<file path="config.mk">
export PLATFORM = sky130hd
export DESIGN_NAME = sha256_byte_stream_hasher_flat
export DESIGN_NICKNAME = d
export VERILOG_FILES = /design/src/sha256_pkg.sv /design/src/sha256_if.sv /design/src/sha256_round.sv /design/src/sha256_byte_stream_hasher.sv /design/src/flat_wrapper.sv
export SDC_FILE = /design/constraint.sdc
export NUM_CORES = 2
export LEC_CHECK = 0
export BUFFER_PORTS_ARGS = -buffer_cell sky130_fd_sc_hd__buf_2
export CAP_MARGIN = 20
export CORE_ASPECT_RATIO = 0.75
export CORE_MARGIN = 1
export CORE_UTILIZATION = 50
export DETAILED_ROUTE_END_ITERATION = 10
export GPL_ROUTABILITY_DRIVEN = 0
export PLACE_DENSITY = 0.64
export SLEW_MARGIN = 20
export SYNTH_ARGS = -nofsm -noshare
export SYNTH_HDL_FRONTEND = slang
export SYNTH_SLANG_ARGS = --single-unit
</file>
<file path="constraint.sdc">
create_clock -name clk_i -period 33.2 [get_ports clk_i]
set_clock_uncertainty 0.05 [all_clocks]
set_input_delay 8.3 -clock clk_i [delete_from_list [all_inputs] [get_ports clk_i]]
set_output_delay 8.3 -clock clk_i [all_outputs]
set_load 0.01 [all_outputs]
</file>
<file path="src/sha256_pkg.sv">
// ----------------------------------------------------------------------------
// sha256_pkg
// Shared types and constants for the SHA-256 byte stream hasher.
// ----------------------------------------------------------------------------
package sha256_pkg;

  localparam int unsigned DigestWords = 8;
  localparam int unsigned BlockWords = 16;
  localparam int unsigned Rounds = 64;

  typedef enum logic [3:0] {
    ST_IDLE,
    ST_LOAD,
    ST_ROUND,
    ST_ADD,
    ST_PAD,
    ST_LEN,
    ST_EMIT
  } state_e;

  localparam logic [31:0] RoundConst [Rounds] = '{
    32'h428a2f98, 32'h71374491, 32'hb5c0fbcf, 32'he9b5dba5,
    32'h3956c25b, 32'h59f111f1, 32'h923f82a4, 32'hab1c5ed5,
    32'hd807aa98, 32'h12835b01, 32'h243185be, 32'h550c7dc3,
    32'h72be5d74, 32'h80deb1fe, 32'h9bdc06a7, 32'hc19bf174,
    32'he49b69c1, 32'hefbe4786, 32'h0fc19dc6, 32'h240ca1cc,
    32'h2de92c6f, 32'h4a7484aa, 32'h5cb0a9dc, 32'h76f988da,
    32'h983e5152, 32'ha831c66d, 32'hb00327c8, 32'hbf597fc7,
    32'hc6e00bf3, 32'hd5a79147, 32'h06ca6351, 32'h14292967,
    32'h27b70a85, 32'h2e1b2138, 32'h4d2c6dfc, 32'h53380d13,
    32'h650a7354, 32'h766a0abb, 32'h81c2c92e, 32'h92722c85,
    32'ha2bfe8a1, 32'ha81a664b, 32'hc24b8b70, 32'hc76c51a3,
    32'hd192e819, 32'hd6990624, 32'hf40e3585, 32'h106aa070,
    32'h19a4c116, 32'h1e376c08, 32'h2748774c, 32'h34b0bcb5,
    32'h391c0cb3, 32'h4ed8aa4a, 32'h5b9cca4f, 32'h682e6ff3,
    32'h748f82ee, 32'h78a5636f, 32'h84c87814, 32'h8cc70208,
    32'h90befffa, 32'ha4506ceb, 32'hbef9a3f7, 32'hc67178f2
  };

  localparam logic [31:0] InitHash [DigestWords] = '{
    32'h6a09e667, 32'hbb67ae85, 32'h3c6ef372, 32'ha54ff53a,
    32'h510e527f, 32'h9b05688c, 32'h1f83d9ab, 32'h5be0cd19
  };

  localparam logic [7:0] PadByte = 8'h80;
  localparam logic [5:0] LenStart = 6'd56;
  localparam logic [63:0] BlockBits = 64'd512;

  localparam logic FuncAbsorb = 1'b0;
  localparam logic FuncFinal = 1'b1;

  function automatic logic [31:0] rotr(input logic [31:0] x, input int unsigned n);
    rotr = (x >> n) | (x << (32 - n));
  endfunction

endpackage

</file>
<file path="src/sha256_if.sv">
// ----------------------------------------------------------------------------
// sha256 channel interfaces
// Input and output channels with valid/ready handshake.
// ----------------------------------------------------------------------------
interface sha256_in_if;
  logic       valid;
  logic       ready;
  logic       func;
  logic [7:0] data_byte;
  modport source (output valid, func, data_byte, input ready);
  modport sink (input valid, func, data_byte, output ready);
endinterface

interface sha256_out_if;
  logic        valid;
  logic        ready;
  logic [31:0] digest_word;
  logic [2:0]  word_index;
  logic        last_word;
  modport source (output valid, digest_word, word_index, last_word, input ready);
  modport sink (input valid, digest_word, word_index, last_word, output ready);
endinterface

</file>
<file path="src/sha256_round.sv">
// ----------------------------------------------------------------------------
// sha256_round
// One compression round and one message schedule step, combinational.
// ----------------------------------------------------------------------------
module sha256_round (
  input  logic [255:0] vars_i,
  input  logic [31:0]  k_i,
  input  logic [31:0]  w_i,
  input  logic [511:0] sched_i,
  output logic [255:0] vars_o,
  output logic [511:0] sched_o
);
  import sha256_pkg::*;

  logic [31:0] a, b, c, d, e, f, g, h;
  logic [31:0] t1, t2, s0, s1, wn, x, y;

  // round function
  always_comb begin
    {a, b, c, d, e, f, g, h} = vars_i;
    t1 = h + (rotr(e, 6) ^ rotr(e, 11) ^ rotr(e, 25)) + ((e & f) ^ (~e & g)) + k_i + w_i;
    t2 = (rotr(a, 2) ^ rotr(a, 13) ^ rotr(a, 22)) + ((a & b) ^ (a & c) ^ (b & c));
    vars_o = {t1 + t2, a, b, c, d + t1, e, f, g};
  end

  // schedule window, word 0 is w[t]
  always_comb begin
    x = sched_i[32*14 +: 32];
    y = sched_i[32*1 +: 32];
    s1 = rotr(x, 17) ^ rotr(x, 19) ^ (x >> 10);
    s0 = rotr(y, 7) ^ rotr(y, 18) ^ (y >> 3);
    wn = s1 + sched_i[32*9 +: 32] + s0 + sched_i[31:0];
    sched_o = {wn, sched_i[511:32]};
  end

endmodule

</file>
<file path="src/sha256_byte_stream_hasher.sv">
// Absorb: each byte is written to the buffer as it is taken; a block-completing byte adds
//   16 buffer reads, 64 rounds and 8 chaining adds, bound by the one-round unit.
// Finalize: padding writes to the buffer, one or two compressions, then eight
//   digest words, one per cycle as the sink takes them.
// No byte is taken while a block is compressed or a digest is emitted.
// Reset is asynchronous, active low; restores initial hash, fill and bit count.
// ----------------------------------------------------------------------------
// sha256_byte_stream_hasher
// SHA-256 over a byte stream; block buffer and chaining value in memories.
// ----------------------------------------------------------------------------
module sha256_byte_stream_hasher (
  input  logic clk_i,
  input  logic rst_ni,
  sha256_in_if.sink    in_i,
  sha256_out_if.source out_o
);
  import sha256_pkg::*;

  // block buffer, stored as 16 words of 4 bytes with byte enables
  logic [31:0] buf_mem [BlockWords];
  logic [31:0] buf_rd_q;
  logic        buf_we;
  logic [3:0]  buf_be;
  logic [3:0]  buf_waddr;
  logic [31:0] buf_wdata;
  logic [3:0]  buf_raddr;

  // chaining value memory, valid bits give the initial hash
  logic [31:0] cv_mem [DigestWords];
  logic [DigestWords-1:0] cv_ok_q, cv_ok_d;
  logic [31:0] cv_rd_q;
  logic        cv_rd_ok_q;
  logic        cv_we;
  logic [2:0]  cv_waddr, cv_raddr;
  logic [31:0] cv_wdata;
  logic [31:0] cv_rd;

  state_e      state_q, state_d;
  logic [5:0]  fill_q, fill_d;
  logic [63:0] bits_q, bits_d;
  logic [63:0] total_q, total_d;
  logic        fin_q, fin_d;
  logic        two_q, two_d;
  logic [6:0]  cnt_q, cnt_d;
  logic [255:0] vars_q, vars_d, vars_n;
  logic [511:0] sched_q, sched_d, sched_n;
  logic [31:0]  k;
  logic [2:0]   widx;

  always_ff @(posedge clk_i) begin
    if (buf_we) begin
      for (int i = 0; i < 4; i++) begin
        if (buf_be[i]) buf_mem[buf_waddr][8*i +: 8] <= buf_wdata[8*i +: 8];
      end
    end
    buf_rd_q <= buf_mem[buf_raddr];
  end

  always_ff @(posedge clk_i) begin
    if (cv_we) cv_mem[cv_waddr] <= cv_wdata;
    cv_rd_q <= cv_mem[cv_raddr];
  end

  assign cv_rd = cv_rd_ok_q ? cv_rd_q : InitHash[widx];

  assign k = RoundConst[cnt_q[5:0]];

  sha256_round u_round (
    .vars_i  (vars_q),
    .k_i     (k),
    .w_i     (sched_q[31:0]),
    .sched_i (sched_q),
    .vars_o  (vars_n),
    .sched_o (sched_n)
  );

  // control
  always_comb begin
    logic [1:0] bsel;
    state_d = state_q;
    fill_d = fill_q;
    bits_d = bits_q;
    total_d = total_q;
    fin_d = fin_q;
    two_d = two_q;
    cnt_d = cnt_q;
    vars_d = vars_q;
    sched_d = sched_q;
    cv_ok_d = cv_ok_q;
    buf_we = 1'b0;
    buf_be = '0;
    buf_waddr = fill_q[5:2];
    buf_wdata = '0;
    buf_raddr = cnt_q[3:0];
    cv_we = 1'b0;
    cv_waddr = cnt_q[2:0];
    cv_wdata = '0;
    cv_raddr = cnt_q[2:0];
    widx = 3'd0;
    in_i.ready = 1'b0;
    out_o.valid = 1'b0;
    bsel = 2'd3 - fill_q[1:0];
    case (state_q)
      ST_IDLE: begin
        in_i.ready = 1'b1;
        cnt_d = '0;
        if (in_i.valid) begin
          buf_be[bsel] = 1'b1;
          if (in_i.func == FuncAbsorb) begin
            buf_we = 1'b1;
            buf_wdata = {4{in_i.data_byte}};
            fill_d = fill_q + 6'd1;
            fin_d = 1'b0;
            if (fill_q == 6'd63) state_d = ST_LOAD;
          end else begin
            buf_we = 1'b1;
            buf_wdata = {4{PadByte}};
            total_d = bits_q + {55'd0, fill_q, 3'd0};
            fin_d = 1'b1;
            two_d = (fill_q >= LenStart);
            fill_d = fill_q + 6'd1;
            // pad byte right before the length field needs no zero bytes
            if (fill_q == 6'd63) state_d = ST_LOAD;
            else if (fill_q == LenStart - 6'd1) state_d = ST_LEN;
            else state_d = ST_PAD;
          end
        end
      end
      ST_PAD: begin
        // zero bytes up to the length field, or to the block end when the length needs a second block
        buf_we = 1'b1;
        buf_be[bsel] = 1'b1;
        fill_d = fill_q + 6'd1;
        if (!two_q && fill_q == LenStart - 6'd1) state_d = ST_LEN;
        if (two_q && fill_q == 6'd63) state_d = ST_LOAD;
      end
      ST_LEN: begin
        buf_we = 1'b1;
        buf_be = 4'hf;
        buf_waddr = {3'b111, cnt_q[0]};
        buf_wdata = cnt_q[0] ? total_q[31:0] : total_q[63:32];
        cnt_d = cnt_q + 7'd1;
        if (cnt_q[0]) begin
          cnt_d = '0;
          state_d = ST_LOAD;
        end
      end
      ST_LOAD: begin
        // stream 16 words into the schedule window, read cv alongside
        cnt_d = cnt_q + 7'd1;
        widx = cnt_q[2:0] - 3'd1;
        if (cnt_q != 7'd0) begin
          sched_d = {buf_rd_q, sched_q[511:32]};
          if (cnt_q <= 7'd8) vars_d = {vars_q[223:0], cv_rd};
        end
        if (cnt_q == 7'd16) begin
          cnt_d = '0;
          state_d = ST_ROUND;
        end
      end
      ST_ROUND: begin
        vars_d = vars_n;
        sched_d = sched_n;
        cnt_d = cnt_q + 7'd1;
        if (cnt_q == 7'd63) begin
          cnt_d = '0;
          state_d = ST_ADD;
        end
      end
      ST_ADD: begin
        // read cv word then write cv + var
        cnt_d = cnt_q + 7'd1;
        widx = cnt_q[2:0] - 3'd1;
        if (cnt_q != 7'd0) begin
          cv_we = 1'b1;
          cv_waddr = widx;
          cv_wdata = cv_rd + vars_q[255 - 32*widx -: 32];
          cv_ok_d[widx] = 1'b1;
        end
        if (cnt_q == 7'd8) begin
          cnt_d = '0;
          if (!fin_q) begin
            bits_d = bits_q + BlockBits;
            state_d = ST_IDLE;
          end else if (two_q) begin
            two_d = 1'b0;
            fill_d = '0;
            state_d = ST_PAD;
          end else begin
            state_d = ST_EMIT;
          end
        end
      end
      ST_EMIT: begin
        // cv_raddr=cnt gives word cnt next cycle; word shown once cnt>0
        widx = cnt_q[2:0] - 3'd1;
        if (cnt_q == 7'd0) begin
          cnt_d = 7'd1;
        end else begin
          out_o.valid = 1'b1;
          cv_raddr = out_o.ready ? cnt_q[2:0] : widx;
          if (out_o.ready) begin
            cnt_d = cnt_q + 7'd1;
            if (cnt_q == 7'd8) begin
              cnt_d = '0;
              cv_ok_d = '0;
              fill_d = '0;
              bits_d = '0;
              fin_d = 1'b0;
              state_d = ST_IDLE;
            end
          end
        end
      end
      default: state_d = ST_IDLE;
    endcase
    out_o.digest_word = cv_rd;
    out_o.word_index = widx;
    out_o.last_word = (widx == 3'd7);
  end

  always_ff @(posedge clk_i or negedge rst_ni) begin
    if (!rst_ni) begin
      state_q <= ST_IDLE;
      fill_q <= '0;
      bits_q <= '0;
      fin_q <= 1'b0;
      two_q <= 1'b0;
      cnt_q <= '0;
      cv_ok_q <= '0;
      cv_rd_ok_q <= 1'b0;
    end else begin
      state_q <= state_d;
      fill_q <= fill_d;
      bits_q <= bits_d;
      fin_q <= fin_d;
      two_q <= two_d;
      cnt_q <= cnt_d;
      cv_ok_q <= cv_ok_d;
      cv_rd_ok_q <= cv_ok_q[cv_raddr];
    end
  end

  always_ff @(posedge clk_i) begin
    total_q <= total_d;
    vars_q <= vars_d;
    sched_q <= sched_d;
  end

endmodule

</file>
<file path="src/flat_wrapper.sv">
// flat-port wrapper written by rule: the top's interface ports become plain ports
module sha256_byte_stream_hasher_flat import sha256_pkg::*;
  (clk_i, rst_ni, in_i_valid, in_i_func, in_i_data_byte, in_i_ready, out_o_valid, out_o_digest_word, out_o_word_index, out_o_last_word, out_o_ready);
  sha256_in_if in_i_i ();
  sha256_out_if out_o_i ();
  input  logic clk_i;
  input  logic rst_ni;
  input wire logic [$bits(in_i_i.valid)-1:0] in_i_valid;
  input wire logic [$bits(in_i_i.func)-1:0] in_i_func;
  input wire logic [$bits(in_i_i.data_byte)-1:0] in_i_data_byte;
  output wire logic [$bits(in_i_i.ready)-1:0] in_i_ready;
  output wire logic [$bits(out_o_i.valid)-1:0] out_o_valid;
  output wire logic [$bits(out_o_i.digest_word)-1:0] out_o_digest_word;
  output wire logic [$bits(out_o_i.word_index)-1:0] out_o_word_index;
  output wire logic [$bits(out_o_i.last_word)-1:0] out_o_last_word;
  input wire logic [$bits(out_o_i.ready)-1:0] out_o_ready;
  assign in_i_i.valid = in_i_valid;
  assign in_i_i.func = in_i_func;
  assign in_i_i.data_byte = in_i_data_byte;
  assign in_i_ready = in_i_i.ready;
  assign out_o_valid = out_o_i.valid;
  assign out_o_digest_word = out_o_i.digest_word;
  assign out_o_word_index = out_o_i.word_index;
  assign out_o_last_word = out_o_i.last_word;
  assign out_o_i.ready = out_o_ready;
  sha256_byte_stream_hasher u_core (.clk_i(clk_i), .rst_ni(rst_ni), .in_i(in_i_i), .out_o(out_o_i));
endmodule
</file>
==> flow_summary.ini <==
[run_status]
status = finished, final reports clean

[setup_path]
cp.arrival_ns = 5.70
r2r_start = u_core.cnt_q[0]
path_class = flop to output pin
crit_path_start_kind = flop
rr_endpoint = u_core.vars_q[127]
worstRegToRegCells = 35
cp.required_ns = 24.85
r2r_setup_slack_ns = 21.14
critical_path.max_fanout = 51
end_kind = output pin

[cells_and_area]
fillerInstances = 13300
seqCellArea_mm2 = 0.0513
fin_util = 0.552
final_nets = 6495
layout-drive-gt1-share = 0.126
multi_input_area_mm2 = 0.0299
area_delta_synth_final_pct = 9.49

[floorplanning]
initial_core_util = 0.504
die_x_um = 473
floorplan.rows = 129
coreArea_mm2 = 0.165
die-height_um = 355
fp.dieArea_mm2 = 0.168
num_io_pins = 51

[synthesis]
synth_ff_type = edfxtp_1
ys_seq_area_frac = 0.616
synth-edff-count = 1597
ys_ff_latch = 1743
synthCells = 6175
ys_types = 104
async_flop_share = 0.0470
syn_area_per_cell_um2 = 13.5
syn_nets = 6565
syn_area_mm2 = 0.0833
ys_warn_count = 0

[drt]
firstDrtPassIters = 9
wire_per_inst_um = 27.4
vias_per_cell = 6.15
ant_nets = 0
drt_iter0_drc = 7580
wl_mm = 232
vias = 52200
drc_errors = 0

[min_path]
hold_class = flop to flop
min-delay-start = u_core.sched_q[101]
hold_end = u_core.sched_q[69]
hold_depth = 0

[timing]
final-max-slew-violation-count = 0
worst_slew_pin_slew_ns = 1.19
finalCriticalPeriod_ns = 14.05
rsz0062_at_grt = no
max_clock_freq_ghz = 0.0712
tns_ns = 0
fin_crit_sh = 0.423
setup_viol = 0
hold_violations = 0
relSlewSlack = 0.198

[cts]
insertion_delay_ns = 0.84
cts_buffer_depth = 3
numCtsBuffers = 164
cts_tree = done
clock_sinks = 1743
post_cts_buffers = 0
cts_resized = 0
clk_pin_slew_worst_paths_ns = 0.06
ctsHoldBuffers = 0
htreeDepth = 4
cts_root_buffer = clkbuf_16

[global_routing]
overflow = 0
grt_max_degree = 156
gr-usage-all-layers = 0.274
grt_pass1_vias = 48800
grt_pass1_wl_mm = 335
antenna_found_initial = 18

[place]
dp.final_hpwl_mm = 162
io_buffers = 50

[run]
cap_violations = 0
[layer usage]
metal | track usage | wire, um | vias up
met1 | 0.422 | 101000 | 26200
met5 | 0.00957 | 292 | -
met2 | 0.362 | 93100 | 2951
met4 | 0.0782 | 6540 | 12
li1 | - | - | 22500
met3 | 0.0951 | 31300 | 447
[kinds of logic (layout without fill, tap and decap cells)]
| family | Yosys count | after routing | share of synthesized area |
|---|---|---|---|
| fa+ha+maj | 408 | 408 | 0.0773 |
| flops | 1743 | 1743 | 0.616 |
| mux | 328 | 328 | 0.0711 |
| other cells | 0 | 10 | 0 |
| simple gates | 1644 | 1644 | 0.0853 |
| xor+xnor | 432 | 432 | 0.0455 |
| buf+inv | 596 | 665 | 0.0278 |
| compound gates | 1024 | 1024 | 0.0771 |
[how the worst max path moves through the flow]
stage / startpoint / endpoint / slack (ns) / cells after the start
floorplan: u_core.cnt_q[1] / u_core.sched_q[0] / 4.94 / 9
global placement: u_core.cnt_q[0] / out_o_digest_word[30] / 20.39 / 10
detailed placement: u_core.cnt_q[0] / out_o_digest_word[30] / 20.19 / 10
CTS: u_core.cnt_q[0] / out_o_digest_word[30] / 19.29 / 10
global route: u_core.cnt_q[0] / out_o_digest_word[30] / 18.94 / 10
finish: u_core.cnt_q[0] / out_o_digest_word[30] / 19.15 / 10
[cells in the final DEF, fill, tap and decap left out, drive strengths merged, types with 188 or more instances in the layout]
cell type and n:
nor2 334, edfxtp 1597, clkbuf 206, a21oi 202
nand2 922, xnor2 318, inv 220, ha 189
mux4 203, fa 188, o21ai 341
[stage by stage]
| step | hold WS (ns) | instance area [um2] | setup slack (ns) | instances |
|---|---|---|---|---|
| after floorplan | 0.350 | 83300 | 4.94 | 6175 |
| after global placement | 0.350 | 85700 | 20.39 | 8165 |
| after detailed placement | 0.355 | 85700 | 20.19 | 8165 |
| after CTS | 0.342 | 91100 | 19.29 | 8470 |
| after global routing | 0.353 | 91200 | 18.94 | 8471 |
| final | 0.343 | 91200 | 19.15 | 8481 |
[synth_stat cells (26+ instances only)]
library cell  number  area share
a21o_1            65      0.0059
nand3_1           84      0.0050
and3_1            61      0.0046
o31ai_1           30      0.0027
inv_1            204      0.0092
mux2_2            78       0.011
a21oi_1          195       0.012
mux4_2           203       0.055
o21ai_1           30      0.0018
nor3_1            75      0.0045
dfxtp_1           64       0.015
a31oi_1           67      0.0050
maj3_1            31      0.0037
o21ai_0          311       0.019
buf_2             30      0.0018
a211oi_1          26      0.0023
ha_1             189       0.028
o211ai_1          26      0.0023
dfrtp_1           82       0.025
xor2_1           114       0.012
o22ai_1           87      0.0065
clkbuf_1         312       0.014
xnor2_1          317       0.033
edfxtp_1        1597        0.58
mux2i_1           47      0.0056
fa_1             188       0.045
nor2_1           332       0.015
nand2_1          920       0.041
buf_1             38      0.0017
[cell type report]
class                   instances  share of cell area
inverters                     209             0.00860
repair buffers                151              0.0112
clock buffers                 205              0.0484
clock inverters               100              0.0103
flip-flops and latches       1743               0.563
multi-input cells            3836               0.328
diodes                         10            0.000274
well taps                    2227              0.0306
[flip-flops by register name (all words and copies together) (netlist names), 32 cells and up]
register / count
u_core.vars_q: 256
u_core.buf_rd_q: 32
u_core.cv_rd_q: 32
u_core.buf_mem: 512
u_core.total_q: 61
u_core.sched_q: 512
u_core.cv_mem: 256
u_core.bits_q: 55
[critical path: stages (launching register included)]
cell      delay, ns
dfrtp_4        0.97
inv_1          0.57
ha_1           0.49
inv_1          0.12
ha_1           0.52
nand2b_1       0.65
clkinv_1       0.42
nand2_1        0.21
o21ai_0        0.10
o21ai_0        0.48
buf_2          0.24
Power is left out: the tool's default activity adds up to more than one toggle a clock period on the data nets, which glitch-free logic cannot reach.
